$ cat src/hdl/qvr_pkg.sv
// Shared types and constants for the quaternion vector rotation block.
package qvr_pkg;

  localparam int unsigned QW   = 16;          // quaternion and vector field width
  localparam int unsigned FRAC = 28;          // fraction bits of a matrix element
  localparam int unsigned PQW  = 2 * QW;      // quaternion product width
  localparam int unsigned MW   = PQW + 2;     // matrix element width
  localparam int unsigned PW   = MW + QW;     // element times vector component
  localparam int unsigned SW   = PW + 2;      // sum of three lane products
  localparam int unsigned RW   = SW - FRAC;   // rounded sum width
  localparam int unsigned NDIM = 3;

  localparam logic signed [MW-1:0] ONE_Q28  = MW'(64'sd1 <<< FRAC);
  localparam logic signed [SW-1:0] HALF_Q28 = SW'(64'sd1 <<< (FRAC - 1));
  localparam logic signed [RW-1:0] OUT_MAX  = RW'(32767);
  localparam logic signed [RW-1:0] OUT_MIN  = -RW'(32768);

  // Operation codes.
  localparam logic OP_BODY_TO_EARTH = 1'b0;
  localparam logic OP_EARTH_TO_BODY = 1'b1;

  typedef logic signed [QW-1:0]  comp_t;
  typedef logic signed [PQW-1:0] qprod_t;
  typedef logic signed [MW-1:0]  elem_t;
  typedef logic signed [PW-1:0]  lprod_t;

  typedef elem_t [NDIM-1:0] row_t;
  typedef comp_t [NDIM-1:0] vec_t;

  typedef struct packed {
    logic  operation;
    comp_t quat_w;
    comp_t quat_x;
    comp_t quat_y;
    comp_t quat_z;
    comp_t vec_in_x;
    comp_t vec_in_y;
    comp_t vec_in_z;
  } in_word_t;

  typedef struct packed {
    comp_t vec_out_x;
    comp_t vec_out_y;
    comp_t vec_out_z;
    logic  saturated;
  } out_word_t;

endpackage

$ cat src/hdl/qvr_lane.sv
// One lane: dot product of a matrix row with the vector, rounded and saturated.
module qvr_lane (
  input  logic                clk,
  input  logic                adv,
  input  qvr_pkg::row_t       row,
  input  qvr_pkg::vec_t       vec,
  output qvr_pkg::comp_t      result,
  output logic                clipped
);

  qvr_pkg::lprod_t prod_r [qvr_pkg::NDIM];

  always_ff @(posedge clk) begin
    if (adv) begin
      for (int k = 0; k < qvr_pkg::NDIM; k++) begin
        prod_r[k] <= qvr_pkg::PW'($signed(row[k])) * qvr_pkg::PW'($signed(vec[k]));
      end
    end
  end

  logic signed [qvr_pkg::SW-1:0] sum;
  logic signed [qvr_pkg::RW-1:0] rnd;

  // Adding one half and dropping the fraction rounds half up.
  always_comb begin
    sum = qvr_pkg::SW'(prod_r[0]) + qvr_pkg::SW'(prod_r[1]) + qvr_pkg::SW'(prod_r[2])
          + qvr_pkg::HALF_Q28;
    rnd = $signed(sum[qvr_pkg::SW-1:qvr_pkg::FRAC]);
    if (rnd > qvr_pkg::OUT_MAX) begin
      result  = qvr_pkg::QW'(qvr_pkg::OUT_MAX);
      clipped = 1'b1;
    end else if (rnd < qvr_pkg::OUT_MIN) begin
      result  = qvr_pkg::QW'(qvr_pkg::OUT_MIN);
      clipped = 1'b1;
    end else begin
      result  = rnd[qvr_pkg::QW-1:0];
      clipped = 1'b0;
    end
  end

endmodule
$ cat config.mk
export PLATFORM = sky130hd
export DESIGN_NAME = qvr_lane
export DESIGN_NICKNAME = d
export VERILOG_FILES = /design/src/hdl/qvr_pkg.sv /design/src/hdl/qvr_lane.sv
export SDC_FILE = /design/constraint.sdc
export NUM_CORES = 2
export LEC_CHECK = 0
export BUFFER_PORTS_ARGS = -buffer_cell sky130_fd_sc_hd__buf_2
export CAP_MARGIN = 20
export CORE_MARGIN = 10
export CORE_UTILIZATION = 40
export CTS_BUF_LIST = sky130_fd_sc_hd__clkbuf_8 sky130_fd_sc_hd__clkbuf_16
export DETAILED_ROUTE_END_ITERATION = 10
export GPL_ROUTABILITY_DRIVEN = 0
export PLACE_DENSITY = 0.64
export SLEW_MARGIN = 15
export SYNTH_ARGS = -nofsm -noshare
export SYNTH_HDL_FRONTEND = slang
export SYNTH_SLANG_ARGS = --single-unit
$ cat constraint.sdc
create_clock -name clk -period 9.4 [get_ports clk]
set_clock_uncertainty 0.15 [all_clocks]
set_input_delay 0.47 -clock clk [delete_from_list [all_inputs] [get_ports clk]]
set_output_delay 0.47 -clock clk [all_outputs]
set_load 0.01 [all_outputs]
==> results.sh <==
export IMPL_cp_arrival_ns=7.68
export IMPL_ios=169
export IMPL_rows=147
export IMPL_place_hpwl_mm=135
export IMPL_syn_nets=9131
export IMPL_synth_top_cell_by_area="fa_1"
export IMPL_cts_num_sinks=150
export IMPL_grt_pass1_vias=51254
export IMPL_worst_pin_slew_ns=1.04
export IMPL_mostFrequentLayoutCells="inv_1, fa_1, nand2_1"
export IMPL_hold_violations=0
export IMPL_avgSynthCellArea_sq_um=9.27
export IMPL_cts_setup_buffers=0
export IMPL_worstHoldPathType="in -> reg"
export IMPL_fin_tns_setup_ns=0
export IMPL_grt_pass1_wl_mm=273
export IMPL_die_x_um=421
export IMPL_ys_types=74
export IMPL_cts_resized=0
export IMPL_grt_ovfl_total=0
export IMPL_synth_edf_count=150
export IMPL_globalRouteMet3Util=0.0239
export IMPL_die_height_um=421
export IMPL_area_growth_pct=4.95
export IMPL_cts_tree="yes"
export IMPL_final_setup_viol_count=0
export IMPL_drt_iter0_drc=2448
export IMPL_relSlewSlack=0.310
export IMPL_grt_max_degree=78
export IMPL_layout_commonest_cell="inv_1"
export IMPL_via_per_inst=5.05
export IMPL_start_util=0.402
export IMPL_use_met2=0.338
export IMPL_synth_seq_area_share=0.0700
export IMPL_global_route_peak_usage_layer="met2"
export IMPL_synth_area_top_cells="fa_1, inv_1, ha_1"
export IMPL_core_sq_um=160000
export IMPL_cts_root_buf="clkbuf_16"
export IMPL_hp_start="adv"
export IMPL_crit_path_start="vec[7]"
export IMPL_nFillCells=15717
export IMPL_clockBufferDepth=2
export IMPL_synthFlopType="edfxtp_1"
export IMPL_largest_register="prod_r"
export IMPL_htreeDepth=4
export IMPL_drive_gt1_frac=0.0342
export IMPL_grtUsageTotal=0.190
export IMPL_die_area_sq_um=177000
export IMPL_wire_per_inst_um=18.3
export IMPL_nNetsFinal=9059
export IMPL_hold_end="prod_r[0][20]$_DFFE_PP_"
export IMPL_status="complete, no violations"
export IMPL_rsz0062_at_grt="false"
export IMPL_slew_viol_final=0
export IMPL_fin_crit_ns=7.63
export IMPL_async_flop_share=0
export IMPL_vias=45629
export IMPL_port_buffers=168
export IMPL_synth_seq_cells=150
export IMPL_maxCapViolCount=0
export IMPL_synth_top_area_frac=0.495
export IMPL_endpoint_kind="flop"
export IMPL_clk_pin_slew_ns=0.07
export IMPL_cts_buffers=17
export IMPL_path_max_fanout=34
export IMPL_path_class="in -> reg"
export IMPL_finalWirelength_mm=166
export IMPL_grtUsageMet1=0.234
export IMPL_yosysWarnings=0
export IMPL_post_route_period_util=0.812
export IMPL_synth_area_sq_um=64300
export IMPL_top_regs="prod_r (150)"
export IMPL_fmax_mhz=131
export IMPL_ant_nets=0
export IMPL_antenna_found_initial=10
export IMPL_drc=0
export IMPL_drtPass1Iterations=5
export IMPL_startpoint_type="primary input"
export IMPL_critPathRequiredTime_ns=9.45
export IMPL_synth_cells=6936
export IMPL_hold_depth=1
export IMPL_largest_reg_flops=150
export IMPL_cts_hold_buf=0
-- cell usage after synthesis (all sizes together) (6+ instances only) --
library cell	count
a2111oi	6
a211oi	14
a21o	107
a21oi	158
a221o	6
a221oi	6
a31o	6
a31oi	12
and2	657
and3	14
and4	7
clkbuf	272
edfxtp	150
fa	1591
ha	452
inv	1814
nand2	963
nand2b	36
nand3	32
nand4	25
nor2	154
nor2b	23
nor3	20
o211ai	15
o21a	20
o21ai	94
o21bai	21
o31ai	6
xnor2	120
xor2	60
-- kinds of logic (layout without fill, tap and decap cells) --
group	after synthesis	count (layout)	synth area share
muxes	1	1	0.000156
adders and majority gates	2043	2043	0.583
other	0	5	0
DFF	150	150	0.0700
and+or+nand+nor	1952	1952	0.146
AOI/OAI and AO/OA	522	522	0.0539
buffers and inverters	2088	2029	0.122
xor gates and xnor gates	180	180	0.0245
-- metrics by stage --
stage / setup slack [ns] / cell area, sq um / hold WS, ns / cells / utilization
2_1_floorplan: 2.32 / 64300 / 0.432 / 6936 / -
3_3_place_gp: 1.41 / 66900 / 0.903 / 9005 / 0.418
3_5_place_dp: 1.38 / 66900 / 0.897 / 9005 / 0.418
4_1_cts: 1.83 / 67500 / 0.423 / 9037 / 0.421
5_1_grt: 1.25 / 67500 / 0.440 / 9042 / 0.421
6_report: 1.77 / 67500 / 0.413 / 9042 / 0.421
-- worst max-delay path: stages --
cell and delay, ns:
buf_2 0.66, nand2_1 0.18, fa_1 0.56, inv_1 0.06
fa_1 0.50, fa_1 0.58, fa_1 0.43, fa_1 0.51
inv_1 0.05, fa_1 0.47, inv_1 0.04, ha_1 0.36
and4_1 0.26, nand2_1 0.08, nor2_1 0.19, a21oi_1 0.12
a2111oi_2 0.36, buf_4 0.20, nor3_1 0.07, o41ai_1 0.77
a221o_1 0.34, a221o_1 0.17, a21oi_1 0.07, xnor2_1 0.12
-- metal layers --
layer | vias to the layer above | wire length, um
met5 | - | 7
met4 | 2 | 7230
met3 | 349 | 8750
met2 | 1401 | 84800
met1 | 23761 | 65000
li1 | 20116 | -
-- worst max-delay path by stage --
stage | endpoint | slack [ns] | cells after the start
4_1_cts | prod_r[0][49]$_DFFE_PP_ | 1.83 | 24
6_report | prod_r[0][49]$_DFFE_PP_ | 1.77 | 24
3_5_place_dp | prod_r[0][49]$_DFFE_PP_ | 1.38 | 24
2_1_floorplan | prod_r[0][49]$_DFFE_PP_ | 2.32 | 24
3_3_place_gp | prod_r[0][49]$_DFFE_PP_ | 1.41 | 24
5_1_grt | prod_r[0][146]$_DFFE_PP_ | 1.25 | 22
-- final cells by class --
class | count | area, sq um | share of cell area
timing repair buffer | 183 | 960 | 0.0142
sequential | 150 | 4500 | 0.0667
inverter | 1814 | 6810 | 0.101
clock inverter | 15 | 121 | 0.00180
multi-input combinational | 4698 | 52000 | 0.770
antenna | 5 | 12.5 | 0.000185
clock buffer | 17 | 425 | 0.00630
tap | 2160 | 2700 | 0.0400
Power is left out: the tool's default activity adds up to more than one toggle a clock period on the data nets, which glitch-free logic cannot reach.
